[src/hdl/bchm_pkg.sv]
`timescale 1ns / 1ps
// ----------------------------------------------------------------------------
// bchm_pkg: shared types and constants
// Poll and result payloads, chord tracker status and register map for the
// button chord hold mode controller.
// ----------------------------------------------------------------------------
package bchm_pkg;

  localparam int unsigned TIME_W = 32;
  localparam int unsigned CFG_W  = 16;

  localparam logic [CFG_W-1:0] HOLD_MS_RESET        = 16'd3000;
  localparam logic [CFG_W-1:0] TRIPLE_HOLD_MS_RESET = 16'd5000;
  localparam logic [CFG_W-1:0] IDLE_TIMEOUT_RESET   = 16'd10000;

  typedef enum logic [1:0] {
    REG_HOLD_MS        = 2'd0,
    REG_TRIPLE_HOLD_MS = 2'd1,
    REG_IDLE_TIMEOUT   = 2'd2
  } reg_idx_t;

  typedef struct packed {
    logic [TIME_W-1:0] now_ms;
    logic              up_pressed;
    logic              down_pressed;
    logic              stop_pressed;
    logic              user_activity;
  } poll_t;

  typedef struct packed {
    logic time_settings_on;
    logic alarm_settings_on;
    logic view_alarms_on;
    logic save_time_req;
    logic new_alarm_req;
    logic alarm_index_clear;
    logic blink_restart;
    logic display_refresh;
  } result_t;

  typedef struct packed {
    logic holding_next;
    logic fire;
  } chord_status_t;

endpackage

[src/hdl/bchm_chord.sv]
`timescale 1ns / 1ps
// ----------------------------------------------------------------------------
// bchm_chord: one chord hold tracker
// Records the hold start when the chord appears and fires once when it has
// been held for the required time.
// ----------------------------------------------------------------------------
module bchm_chord (
  input  logic                          clk,
  input  logic                          rst,
  input  logic                          en,
  input  logic                          present,
  input  logic [bchm_pkg::TIME_W-1:0]   now_ms,
  input  logic [bchm_pkg::CFG_W-1:0]    need,
  output bchm_pkg::chord_status_t       status
);
  import bchm_pkg::*;

  logic              holding;
  logic              holding_next;
  logic              fired;
  logic              fired_next;
  logic [TIME_W-1:0] start;
  logic [TIME_W-1:0] start_next;
  logic [TIME_W-1:0] elapsed;
  logic              ripe;
  logic              fire;

  assign elapsed = now_ms - start;
  assign ripe    = elapsed >= {{(TIME_W-CFG_W){1'b0}}, need};

  always_comb begin
    holding_next = holding;
    fired_next   = fired;
    start_next   = start;
    fire         = 1'b0;
    if (!present) begin
      holding_next = 1'b0;
    end else if (!holding) begin
      holding_next = 1'b1;
      fired_next   = 1'b0;
      start_next   = now_ms;
    end else begin
      fire       = !fired && ripe;
      fired_next = fired || fire;
    end
  end

  always_ff @(posedge clk) begin
    if (rst) begin
      holding <= 1'b0;
      fired   <= 1'b0;
    end else if (en) begin
      holding <= holding_next;
      fired   <= fired_next;
    end
  end

  always_ff @(posedge clk) begin
    if (en) begin
      start <= start_next;
    end
  end

  assign status.holding_next = holding_next;
  assign status.fire         = fire;

endmodule

[src/hdl/button_chord_hold_mode_controller.sv]
`timescale 1ns / 1ps
// Throughput: one poll per cycle while out_stall does not hold the result;
// the input register and the result register part the two sides, and the
// mode and chord state update once per poll.
// Reset: all modes off, chord trackers and last activity cleared, hold times
// 3000 and 5000 ms, idle timeout 10000 ms. No clearing pass.
// ----------------------------------------------------------------------------
// button_chord_hold_mode_controller: top level
// Tracks the stop, up-down and triple button chords, toggles the settings
// and view modes, applies the idle timeout and issues request pulses.
// ----------------------------------------------------------------------------
module button_chord_hold_mode_controller (
  input  logic              clk,
  input  logic              rst,
  input  logic              in_valid,
  output logic              in_stall,
  input  bchm_pkg::poll_t   in_data,
  output logic              out_valid,
  input  logic              out_stall,
  output bchm_pkg::result_t out_data,
  input  logic              psel,
  input  logic              penable,
  input  logic              pwrite,
  input  logic [3:0]        paddr,
  input  logic [31:0]       pwdata,
  output logic [31:0]       prdata,
  output logic              pready
);
  import bchm_pkg::*;

  logic [CFG_W-1:0]  hold_ms;
  logic [CFG_W-1:0]  triple_hold_ms;
  logic [CFG_W-1:0]  idle_timeout_ms;
  reg_idx_t          reg_idx;
  logic              cfg_write;

  poll_t             poll;
  logic              poll_valid;
  logic              accept;
  logic              adv;

  logic [TIME_W-1:0] last_activity;
  logic [TIME_W-1:0] last_activity_next;
  logic              time_mode;
  logic              alarm_mode;
  logic              view_mode;
  logic              time_mode_next;
  logic              alarm_mode_next;
  logic              view_mode_next;

  chord_status_t     stop_st;
  chord_status_t     pair_st;
  chord_status_t     triple_st;
  logic              stop_present;
  logic              pair_present;
  logic              triple_present;
  logic [TIME_W-1:0] idle_elapsed;
  logic              idle_ok;
  logic              time_mid;
  logic              alarm_mid;
  logic              time_to;
  logic              alarm_to;
  result_t           res;

  // configuration port
  assign pready    = 1'b1;
  assign reg_idx   = reg_idx_t'(paddr[3:2]);
  assign cfg_write = psel && penable && pwrite && pready;

  always_ff @(posedge clk) begin
    if (rst) begin
      hold_ms         <= HOLD_MS_RESET;
      triple_hold_ms  <= TRIPLE_HOLD_MS_RESET;
      idle_timeout_ms <= IDLE_TIMEOUT_RESET;
    end else if (cfg_write) begin
      case (reg_idx)
        REG_HOLD_MS:        hold_ms         <= pwdata[CFG_W-1:0];
        REG_TRIPLE_HOLD_MS: triple_hold_ms  <= pwdata[CFG_W-1:0];
        REG_IDLE_TIMEOUT:   idle_timeout_ms <= pwdata[CFG_W-1:0];
        default: ;
      endcase
    end
  end

  always_comb begin
    case (reg_idx)
      REG_HOLD_MS:        prdata = {16'd0, hold_ms};
      REG_TRIPLE_HOLD_MS: prdata = {16'd0, triple_hold_ms};
      REG_IDLE_TIMEOUT:   prdata = {16'd0, idle_timeout_ms};
      default:            prdata = 32'd0;
    endcase
  end

  // handshake
  assign adv      = poll_valid && (!out_valid || !out_stall);
  assign in_stall = poll_valid && !adv;
  assign accept   = in_valid && !in_stall;

  always_ff @(posedge clk) begin
    if (rst) begin
      poll_valid <= 1'b0;
    end else if (accept) begin
      poll_valid <= 1'b1;
    end else if (adv) begin
      poll_valid <= 1'b0;
    end
  end

  always_ff @(posedge clk) begin
    if (accept) begin
      poll <= in_data;
    end
  end

  // chord trackers
  assign stop_present   = !view_mode && poll.stop_pressed && !poll.up_pressed &&
                          !poll.down_pressed;
  assign pair_present   = !view_mode && poll.up_pressed && poll.down_pressed &&
                          !poll.stop_pressed;
  assign triple_present = poll.up_pressed && poll.down_pressed && poll.stop_pressed;

  bchm_chord u_stop (
    .clk     (clk),
    .rst     (rst),
    .en      (adv),
    .present (stop_present),
    .now_ms  (poll.now_ms),
    .need    (hold_ms),
    .status  (stop_st)
  );

  bchm_chord u_pair (
    .clk     (clk),
    .rst     (rst),
    .en      (adv),
    .present (pair_present),
    .now_ms  (poll.now_ms),
    .need    (hold_ms),
    .status  (pair_st)
  );

  bchm_chord u_triple (
    .clk     (clk),
    .rst     (rst),
    .en      (adv),
    .present (triple_present),
    .now_ms  (poll.now_ms),
    .need    (triple_hold_ms),
    .status  (triple_st)
  );

  // mode update and idle timeout
  always_comb begin
    if (poll.user_activity || stop_st.fire || pair_st.fire || triple_st.fire) begin
      last_activity_next = poll.now_ms;
    end else begin
      last_activity_next = last_activity;
    end
    idle_elapsed = poll.now_ms - last_activity_next;
    idle_ok      = idle_elapsed >= {{(TIME_W-CFG_W){1'b0}}, idle_timeout_ms};

    alarm_mid      = stop_st.fire ? !alarm_mode : alarm_mode;
    time_mid       = pair_st.fire ? !time_mode : time_mode;
    view_mode_next = triple_st.fire ? !view_mode : view_mode;

    time_to  = time_mid && !pair_st.holding_next && idle_ok;
    alarm_to = alarm_mid && !stop_st.holding_next && idle_ok;

    time_mode_next  = time_mid && !time_to;
    alarm_mode_next = alarm_mid && !alarm_to;
  end

  always_comb begin
    res.time_settings_on  = time_mode_next;
    res.alarm_settings_on = alarm_mode_next;
    res.view_alarms_on    = view_mode_next;
    res.save_time_req     = (pair_st.fire && time_mode) || time_to;
    res.new_alarm_req     = stop_st.fire && !alarm_mode;
    res.alarm_index_clear = triple_st.fire && !view_mode;
    res.blink_restart     = stop_st.fire || pair_st.fire;
    res.display_refresh   = stop_st.fire || pair_st.fire || triple_st.fire ||
                            time_to || alarm_to;
  end

  always_ff @(posedge clk) begin
    if (rst) begin
      last_activity <= '0;
      time_mode     <= 1'b0;
      alarm_mode    <= 1'b0;
      view_mode     <= 1'b0;
    end else if (adv) begin
      last_activity <= last_activity_next;
      time_mode     <= time_mode_next;
      alarm_mode    <= alarm_mode_next;
      view_mode     <= view_mode_next;
    end
  end

  // result register
  always_ff @(posedge clk) begin
    if (rst) begin
      out_valid <= 1'b0;
    end else if (adv) begin
      out_valid <= 1'b1;
    end else if (!out_stall) begin
      out_valid <= 1'b0;
    end
  end

  always_ff @(posedge clk) begin
    if (adv) begin
      out_data <= res;
    end
  end

  a_new_alarm_enters : assert property (@(posedge clk) disable iff (rst)
    out_valid && out_data.new_alarm_req |-> out_data.alarm_settings_on)
    else $error("new alarm request without alarm settings mode");

  a_save_exits : assert property (@(posedge clk) disable iff (rst)
    out_valid && out_data.save_time_req |-> !out_data.time_settings_on)
    else $error("time save requested while time settings mode stays on");

  a_index_clear_view : assert property (@(posedge clk) disable iff (rst)
    out_valid && out_data.alarm_index_clear |-> out_data.view_alarms_on)
    else $error("alarm index clear without entering view mode");

  a_blink_refresh : assert property (@(posedge clk) disable iff (rst)
    out_valid && out_data.blink_restart |-> out_data.display_refresh)
    else $error("blink restart without display refresh");

  a_mode_tracks_result : assert property (@(posedge clk) disable iff (rst)
    $past(adv) |-> out_data.view_alarms_on == view_mode)
    else $error("result view mode differs from held view mode");

endmodule
[config.mk]
export PLATFORM = sky130hd
export DESIGN_NAME = button_chord_hold_mode_controller
export DESIGN_NICKNAME = d
export VERILOG_FILES = /design/src/hdl/bchm_pkg.sv /design/src/hdl/bchm_chord.sv /design/src/hdl/button_chord_hold_mode_controller.sv
export SDC_FILE = /design/constraint.sdc
export NUM_CORES = 1
export LEC_CHECK = 0
export ABC_CLOCK_PERIOD_IN_PS = 13350
export CAP_MARGIN = 0
export CELL_PAD_IN_SITES_DETAIL_PLACEMENT = 0
export CELL_PAD_IN_SITES_GLOBAL_PLACEMENT = 2
export CORE_MARGIN = 4
export CORE_UTILIZATION = 40
export CTS_BUF_LIST = sky130_fd_sc_hd__clkbuf_4
export DETAILED_ROUTE_END_ITERATION = 8
export DONT_BUFFER_PORTS = 1
export HOLD_SLACK_MARGIN = 0.1
export PLACE_DENSITY = 0.87
export SLEW_MARGIN = 25
export SYNTH_ARGS = -nofsm -noshare
export SYNTH_HDL_FRONTEND = slang
export SYNTH_SLANG_ARGS = --single-unit
[constraint.sdc]
create_clock -name clk -period 13.35 [get_ports clk]
set_clock_uncertainty 0.1 [all_clocks]
set_input_delay 0.6675 -clock clk [delete_from_list [all_inputs] [get_ports clk]]
set_output_delay 0.6675 -clock clk [all_outputs]
set_load 0.005 [all_outputs]
# ---- Word-level counts from Yosys, hierarchy flattened
# Cells that the tools add are included.
dict set report totals {
  word_cells 131
  out_inout_bits 43
  mem_bits_ro 0
  latchBits 0
  in_bits 79
  register_bits 231
  n_memories 0
  mem_bits_rw 0
}
dict set report op_classes {
  n_shift 0
  div_mod_pow 0
  n_bitwise 3
  magnitude_cmp 4
  add_sub_neg 4
  reduce_logical 65
  eq_ne 3
  muxes 21
  multipliers 0
}
# op n
set op_table {}
lappend op_table {{$ge 32x16->1} 4}
lappend op_table {{$sub 32x32->32} 4}
lappend op_table {{$pmux 16 s3} 1}
lappend op_table {{$mux 32} 1}
lappend op_table {{$logic_and 1x1->1} 25}
lappend op_table {{$mux 1} 19}
lappend op_table {{$logic_not 1->1} 17}
lappend op_table {{$logic_or 1x1->1} 12}
lappend op_table {{$reduce_and 2->1} 6}
lappend op_table {{$reduce_and 3->1} 3}
lappend op_table {{$not 1->1} 3}
lappend op_table {{$eq 2x1->1 const B} 1}
lappend op_table {{$eq 2x2->1 const B} 1}
lappend op_table {{$logic_not 2->1} 1}
lappend op_table {{$ne 2x1->1 const B} 1}
lappend op_table {{$reduce_bool 2->1} 1}

# ---- Logic depth before layout (Yosys ltp)
dict set report logic_depth {
  depth_word 14
  depth_mapped 50
  mapped_depth_nobuf 49
}

# ---- Modules after synthesis
# A second synthesis with hierarchy kept.
dict set report unflattened {
  cells_unflattened 2151
  hier_area_um2 18366.4
}
# mod area_each_um2 cells_each instances
set by_module_without_submodules {}
lappend by_module_without_submodules {button_chord_hold_mode_controller 7607.3 879 1}
lappend by_module_without_submodules {{bchm_chord (u_stop ...)} 3523.4 416 2}
lappend by_module_without_submodules {{bchm_chord (u_pair)} 3712.3 440 1}

# ---- Least setup slack after synthesis
# Ideal clock, no wire load.
dict set report synth_timing {
  path_type {register to register}
  startpoint {register poll[4] in the netlist's numbering}
  endpoint {register out_data[4] in the netlist's numbering, data pin}
  slack_ps 2957
  arrival_time_ps 10034
  stages_incl_launch_ff 49
  synth_period_minus_slack_ps 10393
  t_required_ps 12991
  path_cell_list {edfxtp_1 -> inv_1 -> ha_1 -> inv_1 -> fa_1 -> a21o_1 -> a221oi_1 -> o21bai_1 -> a21oi_1 -> xnor2_1 -> ha_1 -> a21oi_1 -> nand2_1 -> a222oi_1 -> o211ai_1 -> or4_1 -> or4_1 -> nor4_2 -> [13 not listed] -> maj3_1 -> o41a_1 -> a31oi_2 -> xnor2_1 -> ha_1 -> a21oi_1 -> nor2b_1 -> o21ai_0 -> nand4_1 -> nor4_1 -> nand2_1 -> nor3_1 -> and4_1 -> o2111ai_1 -> a211o_1 -> nor4_1 -> and4_1 -> o21bai_1}
}
# item line_no
set synth_rtl {}
lappend synth_rtl {{start: declaration} button_chord_hold_mode_controller.sv:37} ;# poll_t poll;
lappend synth_rtl {{start signal: assignment} button_chord_hold_mode_controller.sv:111} ;# poll <= in_data;
lappend synth_rtl {{end signal: assignment} button_chord_hold_mode_controller.sv:212} ;# out_data <= res;
lappend synth_rtl {{end: declaration} button_chord_hold_mode_controller.sv:20} ;# output bchm_pkg::result_t out_data,

==> impl_metrics.toml <==
[die]
pin_count = 122
dieWidth_um = 222
die_area_um2 = 49200
core_region_area_um2 = 45300
die-height_um = 222
initial_core_util_pct = 40.4
fp-row-count = 78

[layout]
fillCellCount = 4546
seq_area_um2 = 6030
stdcell_count = 2901
layout-drive-gt1-share_pct = 8.65
syn2layout_area_growth_pct = 12.6
multiInputGateArea_um2 = 11200
postLayoutCoreUtil_pct = 45.5
layout.nets = 2516

[grt]
grt_max_degree = 75
overflow = 0
grt_first_pass_wirelength_mm = 92.5
track_usage_pct = 23.9
grt_pass1_vias = 15723
antenna_found_initial = 3

[logic_synthesis]
synth_top_area_share_pct = 23.0
yosys_warnings = 0
synth_cells = 2170
syn_area_um2 = 18300
ys_ff_latch = 231
synth_most_common_cell = "nand2_1"
async_flop_share_pct = 0
synth-edff-count = 140
yosysSeqAreaShare_pct = 32.9
synth_area_leader_cell = "edfxtp_1"
yosysUniqueCellTypes = 98
synthFlopType = "edfxtp_1"
synth_commonest_cells = "nand2_1, a21oi_1, ha_1"
synthTopCellsByArea = "edfxtp_1, ha_1, dfxtp_1"
avgSynthCellArea_um2 = 8.43

[run_status]
outcome = "finished, final reports clean"

[pwr]
p_leak_nw = 8.39
p_clk_share_pct = 38.6
powerDensity_nw_per_um2 = 102
pwr-share-seq_pct = 37.9
ir_drop_mv = 0.0710
p_total_mw = 2.11
p_comb_share_pct = 23.6
power.switching_uw = 673
p_int_mw = 1.44
swShare_pct = 31.9

[critical_path]
cpMaxStageDelayCell = "or4_1"
critPathMaxFanout = 20
crit_path_start_kind = "flip-flop"
worst_ep_required_time_ns = 13.78
crit_path_max_incr_delay_ns = 0.52
arrival_ns = 12.75
crit_path_end_kind = "flip-flop"
crit_path_frequent_cell = "ha_1"
critical_path_class = "reg2reg"

[drt]
drc = 0
via_per_inst = 5.69
first_iter_violations = 1227
wl_per_cell_um = 20.9
drt-pass1-iter-count = 6
totalWireLength_mm = 60.5
ant_nets = 0
vias = 16517

[timing]
maxSlewHeadroom_pct = 33.6
timing.final.setup_violations = 0
whs_ns = 0.201
final.min_clock_period_ns = 12.32
hold_violations = 0
worst_pin_slew_ns = 0.994
setup-tns-final_ns = 0
period_share_pct = 92.3
finalMaxSlewViolations = 0
max_freq_ghz = 0.0811
rsz0062_at_grt = "no"

[job]
drv_cap = 0

[clocking]
post_cts_buffers = 0
clk_pin_slew_ns = 0.07
htreeDepth = 3
cts_tree = "done"
clk_root_buffer_cell = "clkbuf_4"
clock-sinks = 231
cts_made_buffers = 72
clockBufferDepth = 3
insertion_delay_ns = 0.79

[placement]
routabilityCongestion = 0.889
dp_hpwl_mm = 45.8
portBuffers = 0
dp_cells = 2710

[worst_hold_path]
hp-class = "in2reg"
==> power by group through the flow <==
stage / Combinational (mW) / Sequential, mW / Clock, mW
final: 0.497 / 0.799 / 0.813
after global routing: 0.553 / 0.800 / 0.890
after CTS: 0.494 / 0.799 / 0.844
after detailed placement: 0.469 / 0.814 / 0
after global placement: 0.466 / 0.814 / 0
after floorplan: 0.354 / 0.807 / 0
==> critical path, delay by kind of cell, from the launching register on <==
family / cells / cell delay [ns]
buffers and inverters: 3 / 0.56
AOI/OAI and AO/OA: 17 / 5.13
xor gates and xnor gates: 2 / 0.32
muxes: 1 / 0.25
and+or+nand+nor: 13 / 3.43
DFF: 1 / 0.44
adders and majority gates: 6 / 1.85
==> metrics by stage <==
step / area, um2 / setup slack (ns)
finish: 20600 / 1.03
CTS: 20600 / 0.809
global placement: 18900 / 0.958
detailed placement: 18900 / 0.893
floorplan: 18400 / 2.96
global route: 20600 / 0.165
==> flip-flops by register name, summed over array words and instances (netlist names) <==
| name | count |
|---|---|
| poll | 36 |
| last_activity | 32 |
| u_pair.start | 32 |
| u_stop.start | 32 |
| u_triple.start | 32 |
| hold_ms | 16 |
| idle_timeout_ms | 16 |
| triple_hold_ms | 16 |
| out_data | 8 |
| alarm_mode | 1 |
| out_valid | 1 |
| poll_valid | 1 |
| time_mode | 1 |
| u_pair.fired | 1 |
| u_pair.holding | 1 |
| u_stop.fired | 1 |
| u_stop.holding | 1 |
| u_triple.fired | 1 |
| u_triple.holding | 1 |
| view_mode | 1 |
==> path summary, 6_finish.rpt <==
check / start / end / slack, ns / cells after the start
setup / recovery: poll[4] / out_data[0] / 1.03 / 42
hold / removal: out_stall / poll_valid / 0.20 / 2
setup reg to reg: poll[4] / out_data[0] / 1.03 / 42
hold reg to reg: u_pair.fired / u_pair.fired / 0.36 / 2
==> final cells by class <==
cell class / instances / share of cell area, %
Antenna cell: 1 / 0.0121
Clock buffer: 100 / 3.64
Clock inverter: 29 / 1.39
Inverter: 185 / 3.37
Multi-Input combinational cell: 1660 / 54.3
Sequential cell: 231 / 29.2
Tap cell: 600 / 3.64
Timing Repair Buffer: 95 / 4.44
==> cells by family (layout without fill, tap and decap cells) <==
kind of cell               Yosys count  in the layout  share of synthesized area [%]
and+or+nand+nor                    678            678                           17.7
AOI/OAI and AO/OA                  634            634                           22.4
buffers and inverters              294            409                           6.49
DFF                                231            231                           32.9
adders and majority gates          196            196                           13.5
xor gates and xnor gates            71             71                           3.40
muxes                               64             64                           3.51
other                                2             18                         0.0410
==> what timing repair did <==
item | in CTS | in global routing
setup endpoints to repair | 0 | 3
hold buffers | 61 | 0
hold endpoints to repair | 127 | 0
gates resized for setup | 0 | 1
==> placed cells by master (no fill, tap or decap), drive strengths merged, types with 17 or more instances in the layout <==
cell type	n
clkinv	21
nand2b	29
nand4	51
a21oi	214
o21ai	134
xnor2	41
ha	188
nor3	47
o21a	29
a31oi	18
conb	17
mux2i	62
nor2	148
buf	35
nor4	18
nand2	253
o211ai	43
dlygate4sd3	60
a211oi	47
edfxtp	140
clkbuf	100
nand3	33
dfxtp	91
inv	186
nor2b	23
xor2	30
a21o	35
==> layer usage <==
layer | vias up | share of wire [%] | track usage, %
met3 | 86 | 4.7 | 3.52
met5 | - | 0 | 0
li1 | 8106 | - | -
met2 | 429 | 47 | 39.6
met1 | 7896 | 45 | 32.2
met4 | 0 | 3.0 | 8.32
Power figures use the tool's default switching activity.
